--- src/lfvc_pkg.sv ---
package lfvc_pkg;

	localparam int MaxWidth = 1024;
	localparam int MaxHeight = 1024;
	localparam int HitW = 11;
	localparam int SumW = 20;
	localparam logic [HitW-1:0] HitMax = 11'd2047;
	localparam logic [SumW-1:0] SumMax = 20'hFFFFF;
	localparam logic signed [20:0] TurnLim = 21'sd786432;
	localparam logic signed [20:0] RecoverTurn = 21'sd8192;

	localparam logic [2:0] CfgWidth = 3'd0;
	localparam logic [2:0] CfgNear = 3'd1;
	localparam logic [2:0] CfgC0 = 3'd2;
	localparam logic [2:0] CfgC1 = 3'd3;
	localparam logic [2:0] CfgC2 = 3'd4;

	typedef enum logic [2:0] {
		MODE_FAST = 3'd0,
		MODE_BRAKE = 3'd1,
		MODE_FCURVE = 3'd2,
		MODE_SCURVE = 3'd3,
		MODE_RECOVER = 3'd4,
		MODE_APPROACH = 3'd5
	} mode_t;

	typedef enum logic [2:0] {
		ST_ACC,
		ST_START,
		ST_DIV,
		ST_ERR,
		ST_MUL,
		ST_OUT
	} seq_t;

	// Request to the shared divider and its answer.
	typedef struct packed {
		logic start;
		logic [SumW-1:0] num;
		logic [HitW-1:0] den;
	} div_req_t;

	typedef struct packed {
		logic done;
		logic [SumW-1:0] quo;
	} div_rsp_t;

endpackage

--- src/lfvc_div.sv ---
module lfvc_div (
	input logic clk,
	input logic arst_n,
	input lfvc_pkg::div_req_t req,
	output lfvc_pkg::div_rsp_t rsp
);
	// Restoring division, one quotient bit per cycle.
	logic [lfvc_pkg::SumW-1:0] num_q;
	logic [lfvc_pkg::HitW:0] rem_q;
	logic [lfvc_pkg::HitW-1:0] den_q;
	logic [4:0] cnt_q;
	logic busy_q;
	logic done_q;
	logic [lfvc_pkg::HitW:0] trial;
	logic [lfvc_pkg::HitW:0] sub;

	assign trial = {rem_q[lfvc_pkg::HitW-1:0], num_q[lfvc_pkg::SumW-1]};
	assign sub = trial - {1'b0, den_q};

	always_ff @(posedge clk or negedge arst_n) begin
		if (!arst_n) begin
			busy_q <= 1'b0;
			done_q <= 1'b0;
			cnt_q <= '0;
		end else begin
			done_q <= 1'b0;
			if (req.start) begin
				busy_q <= 1'b1;
				cnt_q <= 5'(lfvc_pkg::SumW - 1);
			end else if (busy_q) begin
				if (cnt_q == '0) begin
					busy_q <= 1'b0;
					done_q <= 1'b1;
				end
				cnt_q <= cnt_q - 5'd1;
			end
		end
	end

	always_ff @(posedge clk) begin
		if (req.start) begin
			num_q <= req.num;
			den_q <= req.den;
			rem_q <= '0;
		end else if (busy_q) begin
			if (!sub[lfvc_pkg::HitW]) begin
				rem_q <= sub;
				num_q <= {num_q[lfvc_pkg::SumW-2:0], 1'b1};
			end else begin
				rem_q <= trial;
				num_q <= {num_q[lfvc_pkg::SumW-2:0], 1'b0};
			end
		end
	end

	assign rsp.done = done_q;
	assign rsp.quo = num_q;
endmodule

--- src/line_follow_vision_controller.sv ---
// Channel  | Valid      | Backpressure | Payload
// pixel in | in_valid   | in_stall     | pixel_c0..c2, column, row, frame_end
// result   | out_valid  | out_stall    | mode .. far_error
// config   | cfg_valid  | cfg_ready    | cfg_index, cfg_data
// Pixels without frame_end are taken at one per cycle while the block is accumulating.
// On frame_end the input stalls: a start state launches the shared divider, then each of the
// three rows takes a 20-step division and an error step, then a multiply state waits for
// the registered product and an output state loads the result beat.
// The output cycle waits while an earlier result beat is still stalled, and pixels are
// taken again as soon as the new result is loaded.
// Reset restores recover mode and the register defaults.
module line_follow_vision_controller (
	input logic clk,
	input logic arst_n,
	input logic in_valid,
	output logic in_stall,
	input logic [7:0] pixel_c0,
	input logic [7:0] pixel_c1,
	input logic [7:0] pixel_c2,
	input logic [9:0] column,
	input logic [9:0] row,
	input logic frame_end,
	output logic out_valid,
	input logic out_stall,
	output logic [2:0] mode,
	output logic [7:0] drive_speed,
	output logic signed [20:0] turn_rate,
	output logic turn_updated,
	output logic signed [10:0] near_error,
	output logic signed [10:0] mid_error,
	output logic signed [10:0] far_error,
	input logic cfg_valid,
	output logic cfg_ready,
	input logic [2:0] cfg_index,
	input logic [10:0] cfg_data
);
	logic [10:0] width_q;
	logic [9:0] near_q;
	logic [7:0] c0_q, c1_q, c2_q;
	lfvc_pkg::mode_t cur_q;
	logic [2:0] brake_q, stable_q;
	logic signed [10:0] last_q;
	logic [9:0] mid_q, far_q;
	logic [lfvc_pkg::HitW-1:0] hit_q [3];
	logic [lfvc_pkg::SumW-1:0] sum_q [3];
	logic signed [10:0] err_q [3];
	lfvc_pkg::seq_t st_q, st_d;
	logic [1:0] k_q;
	logic out_v_q;
	logic [2:0] omode_q;
	logic [7:0] ospeed_q;
	logic signed [20:0] oturn_q;
	logic oupd_q;
	logic signed [10:0] mul_e_q;
	logic signed [15:0] mul_g_q;
	logic signed [26:0] prod_q;
	logic mul_en_q;
	lfvc_pkg::div_req_t dreq;
	lfvc_pkg::div_rsp_t drsp;

	lfvc_div u_div (.clk(clk), .arst_n(arst_n), .req(dreq), .rsp(drsp));

	assign cfg_ready = 1'b1;
	assign in_stall = (st_q != lfvc_pkg::ST_ACC);

	logic [10:0] wid;
	logic [10:0] centre;
	always_comb begin
		wid = width_q;
		if (wid < 11'd2) wid = 11'd2;
		if (wid > 11'(lfvc_pkg::MaxWidth)) wid = 11'(lfvc_pkg::MaxWidth);
		centre = {1'b0, wid[10:1]};
	end

	logic acc_ok, is_line;
	logic [2:0] hit_row;
	always_comb begin
		acc_ok = ({1'b0, column} < wid) && (row >= far_q);
		is_line = (pixel_c0 > c0_q && pixel_c1 < c1_q && pixel_c2 < c2_q) ||
			(pixel_c0 == 8'd0 && pixel_c1 == 8'd254 && pixel_c2 == 8'd254);
		hit_row[0] = row == near_q;
		hit_row[1] = row == mid_q;
		hit_row[2] = row == far_q;
	end

	logic take;
	assign take = in_valid && !in_stall;

	// Error from divider quotient.
	logic signed [21:0] err_w;
	logic signed [10:0] err_sat;
	always_comb begin
		err_w = $signed({11'd0, centre}) -
			$signed({2'b0, (hit_q[k_q] != '0) ? drsp.quo : 20'd0});
		if (err_w > 22'sd512) err_sat = 11'sd512;
		else if (err_w < -22'sd511) err_sat = -11'sd511;
		else err_sat = err_w[10:0];
	end

	// The first division starts in the cycle after the frame_end pixel is taken, so that its pixel is counted.
	always_comb begin
		dreq.start = 1'b0;
		dreq.num = sum_q[k_q];
		dreq.den = (hit_q[k_q] == '0) ? 11'd1 : hit_q[k_q];
		if (st_q == lfvc_pkg::ST_START) begin
			dreq.start = 1'b1;
		end else if (st_q == lfvc_pkg::ST_ERR && k_q != 2'd2) begin
			dreq.start = 1'b1;
			dreq.num = sum_q[k_q + 2'd1];
			dreq.den = (hit_q[k_q + 2'd1] == '0) ? 11'd1 : hit_q[k_q + 2'd1];
		end
	end

	always_comb begin
		st_d = st_q;
		unique case (st_q)
			lfvc_pkg::ST_ACC: if (take && frame_end) st_d = lfvc_pkg::ST_START;
			lfvc_pkg::ST_START: st_d = lfvc_pkg::ST_DIV;
			lfvc_pkg::ST_DIV: if (drsp.done) st_d = lfvc_pkg::ST_ERR;
			lfvc_pkg::ST_ERR: st_d = (k_q == 2'd2) ? lfvc_pkg::ST_MUL : lfvc_pkg::ST_DIV;
			lfvc_pkg::ST_MUL: if (mul_en_q) st_d = lfvc_pkg::ST_OUT;
			lfvc_pkg::ST_OUT: if (!out_v_q || !out_stall) st_d = lfvc_pkg::ST_ACC;
			default: st_d = lfvc_pkg::ST_ACC;
		endcase
	end

	// Mode decision on registered errors.
	logic h1, h2, h3;
	logic signed [10:0] e1, e2, e3;
	logic [10:0] a1, a2, a3;
	lfvc_pkg::mode_t nm;
	logic [7:0] spd;
	logic upd, use_mul;
	logic signed [20:0] fixed_turn;
	logic signed [10:0] sel_e;
	logic signed [15:0] sel_g;
	logic [2:0] nbrake, nstable;
	logic [9:0] nmid, nfar;
	always_comb begin
		h1 = hit_q[0] != '0;
		h2 = hit_q[1] != '0;
		h3 = hit_q[2] != '0;
		e1 = err_q[0];
		e2 = err_q[1];
		e3 = err_q[2];
		a1 = e1[10] ? 11'(-e1) : e1;
		a2 = e2[10] ? 11'(-e2) : e2;
		a3 = e3[10] ? 11'(-e3) : e3;
		nm = cur_q;
		spd = 8'd0;
		upd = 1'b0;
		use_mul = 1'b0;
		fixed_turn = '0;
		sel_e = e2;
		sel_g = 16'sd0;
		nbrake = brake_q;
		nstable = stable_q;
		nmid = mid_q;
		nfar = far_q;
		unique case (cur_q)
			lfvc_pkg::MODE_FAST: begin
				nfar = 10'd295; nmid = 10'd350; spd = 8'd130;
				upd = 1'b1; use_mul = 1'b1; sel_e = e2; sel_g = 16'sd115;
				if (!h1 && !h2 && !h3) nm = lfvc_pkg::MODE_RECOVER;
				else if (a3 > 11'd100 || e2 > 11'sd100) begin
					nm = lfvc_pkg::MODE_BRAKE; nbrake = 3'd0;
				end
			end
			lfvc_pkg::MODE_BRAKE: begin
				nmid = 10'd400; nfar = 10'd370; spd = 8'd1;
				if (h3) begin upd = 1'b1; use_mul = 1'b1; sel_e = e3; sel_g = 16'sd24576; end
				else if (h2) begin upd = 1'b1; use_mul = 1'b1; sel_e = e2; sel_g = 16'sd24576; end
				if (brake_q > 3'd3)
					nm = (h1 && h2 && h3) ? lfvc_pkg::MODE_RECOVER : lfvc_pkg::MODE_SCURVE;
				else nbrake = brake_q + 3'd1;
			end
			lfvc_pkg::MODE_FCURVE: begin
				nmid = 10'd392; nfar = 10'd325; spd = 8'd65;
				if (h2) begin upd = 1'b1; use_mul = 1'b1; sel_e = e2; sel_g = 16'sd328; end
				if (!h1 && !h2 && !h3) begin nm = lfvc_pkg::MODE_RECOVER; nstable = 3'd0; end
				else if (a3 > 11'd150) begin nm = lfvc_pkg::MODE_SCURVE; nstable = 3'd0; end
				else if (a2 < 11'd30 && a3 < 11'd55 && a1 < 11'd30) begin
					if (stable_q > 3'd5) begin nm = lfvc_pkg::MODE_FAST; nstable = 3'd0; end
					else nstable = stable_q + 3'd1;
				end else nstable = 3'd0;
			end
			lfvc_pkg::MODE_SCURVE: begin
				nmid = 10'd392; nfar = 10'd360; spd = 8'd48;
				if (h3) begin upd = 1'b1; use_mul = 1'b1; sel_e = e3; sel_g = 16'sd737; end
				else if (h2) begin upd = 1'b1; use_mul = 1'b1; sel_e = e2; sel_g = 16'sd590; end
				else if (h1) begin upd = 1'b1; use_mul = 1'b1; sel_e = e1; sel_g = 16'sd475; end
				else nm = lfvc_pkg::MODE_RECOVER;
				if (a2 < 11'd80 && a3 < 11'd180) nm = lfvc_pkg::MODE_FCURVE;
			end
			lfvc_pkg::MODE_APPROACH: begin
				spd = 8'd15; upd = 1'b1; use_mul = 1'b1; sel_e = e3; sel_g = 16'sd393;
				if (h2) nm = lfvc_pkg::MODE_SCURVE;
			end
			default: begin
				nfar = 10'd340; spd = 8'd2;
				if (last_q != 11'sd0) begin
					upd = 1'b1;
					fixed_turn = (last_q > 11'sd0) ? lfvc_pkg::RecoverTurn : -lfvc_pkg::RecoverTurn;
				end
				if (h3) nm = lfvc_pkg::MODE_APPROACH;
			end
		endcase
	end

	// Product / 16 toward zero, saturated.
	logic signed [26:0] qv;
	logic signed [20:0] turn_sat;
	always_comb begin
		qv = (prod_q + (prod_q[26] ? 27'sd15 : 27'sd0)) >>> 4;
		if (qv > 27'(lfvc_pkg::TurnLim)) turn_sat = lfvc_pkg::TurnLim;
		else if (qv < -27'(lfvc_pkg::TurnLim)) turn_sat = -lfvc_pkg::TurnLim;
		else turn_sat = qv[20:0];
	end

	always_ff @(posedge clk or negedge arst_n) begin
		if (!arst_n) begin
			width_q <= 11'd640; near_q <= 10'd478;
			c0_q <= 8'd45; c1_q <= 8'd25; c2_q <= 8'd25;
			cur_q <= lfvc_pkg::MODE_RECOVER;
			brake_q <= '0; stable_q <= '0; last_q <= '0;
			mid_q <= 10'd382; far_q <= 10'd320;
			for (int i = 0; i < 3; i++) begin
				hit_q[i] <= '0; sum_q[i] <= '0;
			end
			st_q <= lfvc_pkg::ST_ACC;
			k_q <= '0; out_v_q <= 1'b0; mul_en_q <= 1'b0;
		end else begin
			st_q <= st_d;
			if (cfg_valid) begin
				unique case (cfg_index)
					lfvc_pkg::CfgWidth: width_q <= cfg_data;
					lfvc_pkg::CfgNear: near_q <= cfg_data[9:0];
					lfvc_pkg::CfgC0: c0_q <= cfg_data[7:0];
					lfvc_pkg::CfgC1: c1_q <= cfg_data[7:0];
					lfvc_pkg::CfgC2: c2_q <= cfg_data[7:0];
					default: ;
				endcase
			end
			if (out_v_q && !out_stall &&
					!(st_q == lfvc_pkg::ST_OUT && st_d == lfvc_pkg::ST_ACC))
				out_v_q <= 1'b0;
			if (take && acc_ok && is_line) begin
				for (int i = 0; i < 3; i++) begin
					if (hit_row[i]) begin
						if (hit_q[i] != lfvc_pkg::HitMax) hit_q[i] <= hit_q[i] + 11'd1;
						if (sum_q[i] > lfvc_pkg::SumMax - {10'd0, column})
							sum_q[i] <= lfvc_pkg::SumMax;
						else sum_q[i] <= sum_q[i] + {10'd0, column};
					end
				end
			end
			if (st_q == lfvc_pkg::ST_ACC) k_q <= '0;
			if (st_q == lfvc_pkg::ST_ERR && k_q != 2'd2) k_q <= k_q + 2'd1;
			mul_en_q <= (st_q == lfvc_pkg::ST_MUL);
			if (st_q == lfvc_pkg::ST_OUT && st_d == lfvc_pkg::ST_ACC) begin
				out_v_q <= 1'b1;
				cur_q <= nm; brake_q <= nbrake; stable_q <= nstable;
				mid_q <= nmid; far_q <= nfar;
				if (h2) last_q <= e2;
				for (int i = 0; i < 3; i++) begin
					hit_q[i] <= '0; sum_q[i] <= '0;
				end
			end
		end
	end

	always_ff @(posedge clk) begin
		if (st_q == lfvc_pkg::ST_ERR) err_q[k_q] <= err_sat;
		if (st_q == lfvc_pkg::ST_MUL) prod_q <= 27'(sel_e * sel_g);
		if (st_q == lfvc_pkg::ST_OUT && st_d == lfvc_pkg::ST_ACC) begin
			omode_q <= nm;
			ospeed_q <= spd;
			oupd_q <= upd;
			oturn_q <= !upd ? 21'sd0 : (use_mul ? turn_sat : fixed_turn);
			near_error <= e1; mid_error <= e2; far_error <= e3;
		end
	end

	assign out_valid = out_v_q;
	assign mode = omode_q;
	assign drive_speed = ospeed_q;
	assign turn_rate = oturn_q;
	assign turn_updated = oupd_q;
endmodule

--- config.mk ---
export PLATFORM = sky130hd
export DESIGN_NAME = line_follow_vision_controller
export DESIGN_NICKNAME = d
export VERILOG_FILES = /design/src/lfvc_pkg.sv /design/src/lfvc_div.sv /design/src/line_follow_vision_controller.sv
export SDC_FILE = /design/constraint.sdc
export NUM_CORES = 1
export LEC_CHECK = 0
export BUFFER_PORTS_ARGS = -buffer_cell sky130_fd_sc_hd__buf_2
export CAP_MARGIN = 10
export CORE_ASPECT_RATIO = 1.25
export CORE_MARGIN = 3
export CORE_UTILIZATION = 25
export CTS_CLUSTER_SIZE = 40
export DETAILED_ROUTE_END_ITERATION = 8
export PLACE_DENSITY = 0.52
export SETUP_SLACK_MARGIN = 0.4
export SKIP_CTS_REPAIR_TIMING = 1
export SLEW_MARGIN = 20
export SYNTH_ARGS = -nofsm -noshare
export SYNTH_HDL_FRONTEND = slang
export SYNTH_SLANG_ARGS = --single-unit
--- constraint.sdc ---
create_clock -name clk -period 7.46 [get_ports clk]
set_input_delay 0.373 -clock clk [delete_from_list [all_inputs] [get_ports clk]]
set_output_delay 0.373 -clock clk [all_outputs]
set_load 0.01 [all_outputs]
== Word level (Yosys, flattened, before mapping) ==
Memory sizes are Yosys's and may differ from the RTL's.
Index checks and enable logic that the tools add are counted.

* Flip-flop bits (word level): 327
* Latch bits: 0
* Bits in writable memories: 33
* Memory bits (read-only): 0
* Input port bits: 64
* Output and inout bits: 69
* Word-level logic and storage cells: 303
* Memories: 1

{| class="wikitable"
|+ Memory list
! name !! depth !! bits a word !! rd ports !! clocked after memory_dff !! wr ports !! line !! RTL
|-
| err_q || 3 || 11 || 3 || 0 || 1 || line_follow_vision_controller.sv:46 || <nowiki>logic signed [10:0] err_q [3];</nowiki>
|}

* Add/sub/neg operators: 17
* Multipliers: 1
* Div/mod/pow operators: 0
* Order comparisons: 27
* Equal/unequal tests: 26
* Shifts and indexed selects: 0
* Multiplexer cells: 118
* Bitwise operators: 3
* Reductions and logical operators: 75

{| class="wikitable"
|+ Operator list
! kind !! number
|-
| $mux 11 || 24
|-
| $mux 20 || 13
|-
| $mux 21 || 6
|-
| $mux 60 || 2
|-
| $bmux 20 s2 || 2
|-
| $mux 3 || 26
|-
| $pmux 15 s5 || 1
|-
| $mux 33 || 2
|-
| $add 20x10->20 || 3
|-
| $gt 20x20->1 || 3
|-
| $reduce_bool 11->1 || 5
|-
| $pmux 10 s5 || 1
|-
| $bmux 11 s2 || 2
|-
| $pmux 8 s5 || 1
|-
| $add 11x1->11 const B || 3
|-
| $ne 11x11->1 const B || 3
|-
| $neg 11->11 || 3
|-
| $pmux 11 s3 || 1
|-
| $mux 32 || 1
|-
| $mux 31 || 1
|-
| $eq 10x10->1 || 3
|-
| $mux 15 || 2
|-
| $pmux 10 s3 || 1
|-
| $add 27x5->27 || 1
|-
| 59 further kinds || 157
|}

== Longest topological paths before layout ==
Gate-level depths: netlist of the first run.

* Depth in word-level cells: 12
* Gate-level depth with buffers: 33
* Mapped depth without buffers: 32

== Modules after synthesis ==
A second synthesis of the first run with hierarchy kept.

* Cells, all modules: 2965
* Area, all modules: 27351.2 um^2

{| class="wikitable"
|+ By module, submodules not included
! module !! instances !! cells each !! area each (um^2) !! seq. area each (um^2)
|-
| line_follow_vision_controller || 1 || 2726 || 24677.4 || 8184.1
|-
| lfvc_div || 1 || 239 || 2673.8 || 1326.3
|}

== Worst setup path before layout of the first run ==
Ideal clock, no wire load.

* Kind: flip-flop to flip-flop
* From: register hit_q[24] (netlist bit)
* To: register prod_q[25], data pin
* Library setup time: 0.258 ns
* Data arrival time: 7.035 ns
* Data required time: 7.202 ns
* Path slack: 0.167 ns
* Cell stages (with the launch flop): 29
* Buffers on the path: 3
* Period minus slack after synthesis: 7.293 ns
* Cells stage by stage: dfrtp_1 -> clkbuf_1 -> nor4_1 -> nand4b_1 -> nand2b_1 -> buf_2 -> and2_1 -> clkbuf_1 -> o21ai_0 -> nor2_1 -> nand2_1 -> fa_1 -> fa_1 -> inv_1 -> fa_1 -> fa_1 -> inv_1 -> fa_1 -> inv_1 -> ha_1 -> o21ai_0 -> nand2b_1 -> a41oi_1 -> o311ai_0 -> a21oi_1 -> o21ai_0 -> a21bo_2 -> a21oi_1 -> xnor2_1

* Cells in the longest elaborated chain, start to end: 6
* Elaborated cells between the ends (all ways): 10
* Classes of those cells: mul (1); mux (8); reduce/logical (1)

{| class="wikitable"
|+ Ends and longest elaborated chain
! what !! line !! RTL
|-
| from (decl) || line_follow_vision_controller.sv:44 || <nowiki>logic [lfvc_pkg::HitW-1:0] hit_q [3];</nowiki>
|-
| from (signal, indexed assignment) || line_follow_vision_controller.sv:228 || <nowiki>hit_q[i] <= '0; sum_q[i] <= '0;</nowiki>
|-
| from (signal, indexed assignment) || line_follow_vision_controller.sv:266 || <nowiki>hit_q[i] <= '0; sum_q[i] <= '0;</nowiki>
|-
| $reduce_bool 11->1 (*) || line_follow_vision_controller.sv:140 || <nowiki>h1 = hit_q[0] != '0;</nowiki>
|-
| $mux 9 or $mux 11 (tied branches) || line_follow_vision_controller.sv:191 || <nowiki>else if (h1) begin upd = 1'b1; use_mul = 1'b1; sel_e = e1; sel_g = 16'sd475; end</nowiki>
|-
| $mux 10 or $mux 11 (tied branches) || line_follow_vision_controller.sv:190 || <nowiki>else if (h2) begin upd = 1'b1; use_mul = 1'b1; sel_e = e2; sel_g = 16'sd590; end</nowiki>
|-
| $mux 10 or $mux 11 (tied branches) || line_follow_vision_controller.sv:189 || <nowiki>if (h3) begin upd = 1'b1; use_mul = 1'b1; sel_e = e3; sel_g = 16'sd737; end</nowiki>
|-
| $pmux 15 s5 or $pmux 11 s3 (tied branches) || line_follow_vision_controller.sv:160 || <nowiki>unique case (cur_q)</nowiki>
|-
| $mul 11x16->27 (*) || line_follow_vision_controller.sv:274 || <nowiki>if (st_q == lfvc_pkg::ST_MUL) prod_q <= 27'(sel_e * sel_g);</nowiki>
|-
| to (signal assigned) || line_follow_vision_controller.sv:274 ||
|-
| to (decl) || line_follow_vision_controller.sv:56 || <nowiki>logic signed [26:0] prod_q;</nowiki>
|}

Every way passes the cells marked *; elsewhere a longest branch is shown, timed or not.
A chain may end at the register's enable or synchronous reset.

== Worst setup path after layout of the first run ==
* From: register hit_q[5] (netlist bit)
* To: register prod_q[26], data pin

* Cells in the longest elaborated chain, start to end: 4
* Elaborated cells between the ends (all ways): 8
* Classes of those cells: mul (1); mux (6); reduce/logical (1)

{| class="wikitable"
|+ Ends and longest elaborated chain
! what !! line !! RTL
|-
| $reduce_bool 11->1 (*) || line_follow_vision_controller.sv:142 || <nowiki>h3 = hit_q[2] != '0;</nowiki>
|-
| $mux 10, or another cell as far along || line_follow_vision_controller.sv:189 ||
|-
| $pmux 15 s5 or $pmux 11 s3 (tied branches) || line_follow_vision_controller.sv:160 ||
|-
| $mul 11x16->27 (*) || line_follow_vision_controller.sv:274 ||
|}

Marks and branches as above.

==> qor_table.md, run 1 <==
| Group | Result | This run |
| --- | --- | --- |
| placed design | HPWL after detailed placement | 60400 um |
| floorplanning | Area of the core region | 105000 um^2 |
| global routing | Wire length of the first global-routing pass | 123000 um |
| timing | Final critical path time including I/O delays and setup | 6.91 ns |
| clocking | Cell at the root of the clock tree | clkbuf_16 |
| global routing | Vias in the first global route | 21.6k |
| timing | Fraction of the cycle the final worst path needs | 92.7% |
| timing | Setup repair after global routing missed its margin | true |
| route | Number of DRC markers after the initial detailed-route iteration | 1220 |
| final layout | Commonest cells after routing, fill and taps aside | nand2_1 (256), inv_1 (245), nor2_1 (238), o21ai_0 (215), ha_1 (193) |
| timing | Transition at the pin with the smallest max-transition slack | 1.03 ns |
| floorplanning | Count of pins on the block boundary | 133 |
| synthesis | Main synth FF type | dfrtp_1 |
| critical path | Buf+Inv Stages, Crit Path | 7 |
| timing | Final setup violation count | 0 |
| floorplanning | Number of rows created at floorplan | 133 |
| critical path | Dominant delay contributor by cell family on the critical path | adder cells |
| placed design | Buffers added on ports | 131 |
| critical path | Critical path arrival | 7.25 ns |
| critical path | Worst path required time | 7.80 ns |
| power and ir drop | Total power divided by cell area | 198 nW/um^2 |
| route | Detailed-route wire length | 79300 um |
| synthesis | Number of flip-flops and latches in the synthesized netlist | 350 |
| critical path | Largest fanout on the critical path | 5 |
| floorplanning | Die area | 110000 um^2 |
| global routing | Overall fraction of global-route tracks in use | 14.0% |
| critical path | Critical Path Most Common Cell | fa_1 |
| clocking | Clock slew seen by the registers of the worst setup and hold paths | 0.06 ns |
| power and ir drop | Worst voltage drop across the vdd grid | 0.145 mV |
| final layout | Filler Cells Inserted | 11.1k |
| synthesis | FFs w/ async S/R, synth | 52.6% |
| global routing | Overflow after GRT | 0 |
| synthesis | Mapped cell area | 26600 um^2 |
| critical path | Largest stage delay on the critical path | 0.55 ns |
| outcome | Result of the run | complete, no violations |
| synthesis | Synth warn | 0 |
| timing | Total Neg Setup Slack | 0 ns |
| global routing | Pin count of the biggest net entering global routing | 71 |
| final layout | P&R area growth vs syn | 18.4% |
| floorplanning | Die Span Y | 371 um |
| route | Vias after detailed routing | 21.9k |
| power and ir drop | Total power after layout | 6.24 mW |
| synthesis | Gate count after technology mapping | 2901 |
| timing | Final Hold Fails | 0 |
| timing | Max-slew headroom | 30.9% |
| global routing | Initial antenna violation count | 3 |
| synthesis | Post-Syn Nets | 3259 |
| run | Max-cap violation count | 0 |
| critical path | Sort of element at the end of the critical path | flop |
| route | Post-detailed-route wirelength per cell | 17.5 um |
| placed design | Placer's final routability congestion estimate | 0.890 |
| route | Pre-antenna DRT Iters | 5 |
| synthesis | Syn avg cell area | 9.17 um^2 |
| critical path | Standard cell with the maximum stage delay on the critical path | fa_1 |
| critical path | Worst setup SP type | flop |
| floorplanning | Initial core utilization | 25.2% |
| synthesis | Number of synthesized flops with an enable pin | 155 |
| final layout | Leading cell type in the layout, fill and taps excluded | nand2_1 |
| floorplanning | Width of the chip | 298 um |
| route | Final antenna-violating net count | 0 |
| timing | Clock Skew | 0.0234 ns |
| critical path | Worst setup path class | flop to flop |
| synthesis | Share of the yosys chip area belonging to registers | 35.8% |
| power and ir drop | P_leak | 13.1 nW |
| route | Routed vias/inst | 4.84 |
| timing | Count of final max-slew check failures | 0 |
| synthesis | Count of cell types in the netlist | 86 |
| worst hold path | Hold Crit Class | primary input to flop |
| route | Final routed DRC violation total | 0 |
| clocking | Count of clock tree sinks | 350 |
| clocking | Number of levels the H-tree was split into | 2 |
| timing | Peak clock frequency supported by timing | 145 MHz |
| final layout | Final nets | 3436 |
| clocking | Clock buffers created by TritonCTS | 44 |
| final layout | Share of final-layout standard cells stronger than drive strength 1 | 17.2% |
| clocking | Later-pin clock latency in the skew report | 0.60 ns |
| clocking | Clock Tree Buf Depth | 3 |
| clocking | CTS tree | done |
## layer usage
layer  track usage (%)  wire, um  vias to the layer above
li1                  -         -                    10700
met1              16.9     33900                    10700
met2              25.4     40000                      444
met3              1.64      2870                      126
met4              5.02      2540                        0
met5                 0         0                        -
## flip-flops by register name (all words and copies together) (netlist names), 8 cells and up
signal	flops
last_q	11
far_error	11
prod_q	27
sum_q	60
u_div.num_q	20
hit_q	33
u_div.rem_q	11
c0_q	8
turn_rate	21
near_error	11
err_q	33
width_q	11
c1_q	8
u_div.den_q	11
mid_error	11
c2_q	8
near_q	10
## final timing paths
| check | from | cells past startpoint | slack (ns) | endpoint |
|---|---|---|---|---|
| max | hit_q[5]$_DFFE_PN0P_ | 30 | 0.55 | prod_q[26]$_DFFE_PP_ |
| min | cfg_data[8] | 2 | 0.02 | width_q[8]$_DFFE_PN0P_ |
| max reg2reg | hit_q[5]$_DFFE_PN0P_ | 30 | 0.55 | prod_q[26]$_DFFE_PP_ |
| min reg2reg | mid_q[6]$_DFFE_PN1P_ | 2 | 0.47 | mid_q[6]$_DFFE_PN1P_ |
| max in group asynchronous | arst_n | 3 | 5.77 | last_q[1]$_DFFE_PN0P_ |
| min in group asynchronous | arst_n | 2 | 0.35 | sum_q[46]$_DFFE_PN0P_ |
## final cells by class
type                            instances  area [um^2]  share of cell area [%]
Clock buffer                           57         1190                    3.78
Antenna cell                            2         5.00                  0.0159
Tap cell                             1417         1770                    5.63
Inverter                              254          962                    3.06
Sequential cell                       350         9520                    30.2
Multi-Input combinational cell       2165        16000                    50.9
Clock inverter                         23          241                   0.767
Timing Repair Buffer                  263         1770                    5.61
## metrics by stage
step	instances	hold WS (ns)	instance area (um^2)	setup slack, ns	util (%)
6_report	4531	0.0233	31500	0.547	29.9
5_1_grt	4531	0.00943	31500	0.225	29.9
4_1_cts	4497	-0.248	30800	0.114	29.2
3_5_place_dp	4417	0.399	29300	0.119	27.8
3_3_place_gp	4417	0.397	29300	0.128	27.8
2_1_floorplan	2901	0.0774	26600	0.429	-
## cell families (layout without fill, tap and decap cells)
group,Yosys count,after routing,synth area share [%]
AOI/OAI and AO/OA,682,682,15.9
xor gates and xnor gates,117,117,3.85
adders and majority gates,294,294,16.4
buffers and inverters,386,597,5.63
DFF,350,350,35.8
muxes,124,124,4.90
other,1,3,0.0141
and+or+nand+nor,947,947,17.5
## Yosys cell counts (all sizes together) (28+ instances only)
cell	instances	area [um^2]
mux2i	74	741
o21ai	228	1140
nor3	62	315
and3	31	194
edfxtp	155	4650
ha	202	2530
a31oi	36	225
nand4	33	206
nand2	259	972
inv	253	950
xor2	36	315
nor2	249	935
xnor2	81	709
mux2	50	563
a22oi	28	210
nand2b	38	238
fa	92	1840
nand3	82	415
dfrtp	159	3980
a21oi	158	795
nor4	38	289
nor2b	33	209
a21o	39	294
clkbuf	106	398
o21a	33	248
## report_power, final
group | internal [mW] | leakage, nW | total (mW) | switching [mW]
sequential | 2.27 | 3.90 | 2.48 | 0.204
clock | 1.22 | 0.694 | 2.11 | 0.897
combinational | 0.688 | 8.55 | 1.65 | 0.966
total | 4.18 | 13.1 | 6.24 | 2.07
Note: power is estimated with default switching activity, not from simulation.
==> run 2: changes to the inputs <==
Settings changed: CORE_ASPECT_RATIO 1.25 to 1.75.
==> qor_table.md, run 2 (synthesized netlist as in run 1, its figures left out) <==
| Group | Result | This run | Delta |
| --- | --- | --- | --- |
| final layout | Final nets | 3449 | +0.38% |
| final layout | Register with the most flip-flops | sum_q |  |
| timing | Clock Skew | 0.0373 ns | +0.0139 ns |
| power and ir drop | Worst voltage drop across the vdd grid | 0.186 mV | +28% |
| global routing | Overflow after GRT | 0 | unchanged |
| placed design | HPWL after detailed placement | 65300 um | +8.1% |
| critical path | Standard cell with the maximum stage delay on the critical path | fa_1 |  |
| final layout | Share of final-layout standard cells stronger than drive strength 1 | 18.0% | +0.74 points |
| route | Final antenna-violating net count | 0 | unchanged |
| critical path | Worst reg2reg path endpoint | prod_q[26]$_DFFE_PP_ |  |
| placed design | Cell count after placement | 4375 | -0.95% |
| critical path | Worst setup path class | flop to flop |  |
| route | Detailed-route wire length | 84400 um | +6.5% |
| power and ir drop | Clock share of power | 32.9% | -0.9 points |
| clocking | Number of levels the H-tree was split into | 2 | unchanged |
| global routing | Fraction of met2 tracks used by global routing | 29.2% | +3.8 points |
| global routing | Initial antenna violation count | 1 | -2 |
| placed design | Buffers added on ports | 131 | unchanged |
| critical path | Critical path arrival | 7.23 ns | -0.02 ns |
| global routing | Wire length of the first global-routing pass | 129000 um | +4.8% |
| final layout | Filler Cells Inserted | 11.0k | -0.65% |
| clocking | Clock buffers created by TritonCTS | 40 | -9.1% |
| floorplanning | Width of the chip | 253 um | -15% |
| power and ir drop | Int Power | 4.13 mW | -1.2% |
| timing | Transition at the pin with the smallest max-transition slack | 0.988 ns | -0.0449 ns |
| timing | Count of final max-slew check failures | 0 | unchanged |
| floorplanning | Die Span Y | 437 um | +18% |
| route | Post-detailed-route wirelength per cell | 18.9 um | +7.8% |
| worst hold path | Hold Crit Class | primary input to flop |  |
| floorplanning | Number of rows created at floorplan | 157 | +18% |
| critical path | Critical path destination | prod_q[26]$_DFFE_PP_ |  |
| final layout | Largest registers | sum_q: 60 flops, err_q: 33 flops, hit_q: 33 flops |  |
| timing | Final critical path time including I/O delays and setup | 6.90 ns | -0.00905 ns |
| power and ir drop | Switching portion of total power | 33.3% | +0.15 points |
| power and ir drop | Reg power frac | 40.4% | +0.7 points |
| timing | Final setup violation count | 0 | unchanged |
| final layout | Largest register FFs | 60 | unchanged |
| clocking | Clock slew seen by the registers of the worst setup and hold paths | 0.07 ns | about the same |
| clocking | CTS tree | done |  |
| global routing | Met1 routing resource usage after global routing | 15.3% | -1.6 points |
| outcome | Result of the run | complete, no violations |  |
| clocking | Clock Tree Buf Depth | 3 | unchanged |
| placed design | Placer's final routability congestion estimate | 0.880 | -1.2% |
| timing | Final Hold Fails | 0 | unchanged |
| final layout | P&R area growth vs syn | 18.4% | about the same |
| timing | Max-slew headroom | 33.7% | +2.8 points |
| timing | Worst hold-check slack | 0.0222 ns | -0.00108 ns |
| global routing | Met3 usage in global routing | 1.60% | -0.041 points |
| floorplanning | Initial core utilization | 25.3% | +0.058 points |
| power and ir drop | P_leak | 13.2 nW | +0.36% |
| clocking | Count of clock tree sinks | 350 | unchanged |
| critical path | Worst setup SP type | flop |  |
| route | Routed vias/inst | 4.94 | +2.2% |
| critical path | Flop-to-flop setup slack | 0.56 ns | about the same |
| final layout | Utilization after layout | 30.0% | +0.088 points |
| global routing | Pin count of the biggest net entering global routing | 99 | +39% |
| timing | Setup ws final | 0.556 ns | +0.00905 ns |
| clocking | Cell at the root of the clock tree | clkbuf_16 |  |
| floorplanning | Count of pins on the block boundary | 133 | unchanged |
| final layout | Final Non-Filler Cells | 4475 | -1.2% |
| route | Pre-antenna DRT Iters | 5 | unchanged |
| power and ir drop | Total power divided by cell area | 196 nW/um^2 | -1.0% |
| route | Vias after detailed routing | 22.1k | +0.89% |
| timing | Setup repair after global routing missed its margin | true |  |
| critical path | Largest stage delay on the critical path | 0.56 ns | about the same |
| critical path | Largest fanout on the critical path | 7 | +2 |
| timing | Fraction of the cycle the final worst path needs | 92.5% | -0.12 points |
| placed design | Worst Setup Slack post-DPL | -0.114 ns | -0.232 ns |
| floorplanning | Die area | 110000 um^2 | +0.12% |
| route | Final routed DRC violation total | 0 | unchanged |
| global routing | Overall fraction of global-route tracks in use | 14.9% | +0.97 points |
| critical path | Reg2reg start | hit_q[5]$_DFFE_PN0P_ |  |
| power and ir drop | Part of the total power dissipated in combinational logic | 26.7% | +0.2 points |
| route | Number of DRC markers after the initial detailed-route iteration | 1185 | -2.9% |
| run | Max-cap violation count | 0 | unchanged |
| critical path | Critical Path Most Common Cell | fa_1 |  |
| critical path | Sort of element at the end of the critical path | flop |  |
| global routing | Grt peak-use layer | met2 |  |
| global routing | Vias in the first global route | 22.5k | +4.1% |
| critical path | Startpoint of the most critical setup path | hit_q[5]$_DFFE_PN0P_ |  |
| timing | Peak clock frequency supported by timing | 145 MHz | +0.13% |
| power and ir drop | Power dissipated by switching net loads | 2.06 mW | -0.52% |
| floorplanning | Area of the core region | 105000 um^2 | -0.23% |
| clocking | Later-pin clock latency in the skew report | 0.60 ns | about the same |
| final layout | Leading cell type in the layout, fill and taps excluded | nand2_1 |  |
| critical path | Worst path required time | 7.78 ns | -0.02 ns |
| final layout | Commonest cells after routing, fill and taps aside | nand2_1 (255), inv_1 (241), nor2_1 (237), o21ai_0 (217), ha_1 (193) |  |
| critical path | Worst reg2reg path depth | 30 | unchanged |
-- run 2: cell count changes in the layout (fill, tap and decap cells not counted), moves of 4 or more --
cell      change
buf_4        +20
inv_2         +5
inv_6         -5
clkinv_4      -4
fa_1          -4
fa_2          +4
inv_1         -4
-- run 2: worst max-delay path: cells and delay by family (launching register included) --
kind	cells	cell delay, ns
xor+xnor	1	0.11
fa+ha+maj	6	2.83
compound gates	9	1.46
buf+inv	6	0.57
simple gates	8	1.23
flops	1	0.40
-- run 2: per-stage QoR --
step | total power [mW] | cell area (um^2) | TNS, ns
CTS | 6.25 | 30800 | -0.254
detailed placement | 4.15 | 29400 | -0.153
floorplan | 3.65 | 26600 | 0
global route | 6.56 | 31500 | 0
finish | 6.18 | 31500 | 0
global placement | 4.12 | 29400 | -0.243
-- run 2: worst min-delay path by stage --
stage          cells past startpoint                 endpoint                  from  slack (ns)
2_1_floorplan                      0   brake_q[0]$_DFFE_PN0P_                arst_n        0.08
3_3_place_gp                       2     mid_q[6]$_DFFE_PN1P_  mid_q[6]$_DFFE_PN1P_        0.45
3_5_place_dp                       2     mid_q[6]$_DFFE_PN1P_  mid_q[6]$_DFFE_PN1P_        0.46
4_1_cts                            1    sum_q[45]$_DFFE_PN0P_                arst_n       -0.11
5_1_grt                            2  width_q[10]$_DFFE_PN0P_          cfg_data[10]        0.02
6_report                           2  width_q[10]$_DFFE_PN0P_          cfg_data[10]        0.02
-- run 2: power groups by stage --
stage / Clock [mW] / Combinational (mW) / Sequential [mW]
2_1_floorplan: 0 / 1.25 / 2.40
3_3_place_gp: 0 / 1.59 / 2.53
3_5_place_dp: 0 / 1.61 / 2.54
4_1_cts: 2.12 / 1.62 / 2.50
5_1_grt: 2.18 / 1.85 / 2.53
6_report: 2.04 / 1.65 / 2.50
-- run 2: area by class of cell --
type / instances / area (um^2) / share of cell area [%]
Timing Repair Buffer: 280 / 1870 / 5.94
Clock inverter: 23 / 234 / 0.743
Sequential cell: 350 / 9510 / 30.2
Tap cell: 1351 / 1690 / 5.37
Multi-Input combinational cell: 2165 / 16100 / 51.2
Clock buffer: 51 / 1110 / 3.51
Inverter: 254 / 960 / 3.05
Antenna cell: 1 / 2.50 / 0.00795
-- run 2: routing by layer --
| layer | routed length, um | share of wire (%) | vias to the layer above |
|---|---|---|---|
| li1 | - | - | 10700 |
| met2 | 45900 | 54 | 478 |
| met1 | 30900 | 37 | 10800 |
| met3 | 2760 | 3.3 | 200 |
| met4 | 4930 | 5.8 | 0 |
| met5 | 0 | 0 | - |
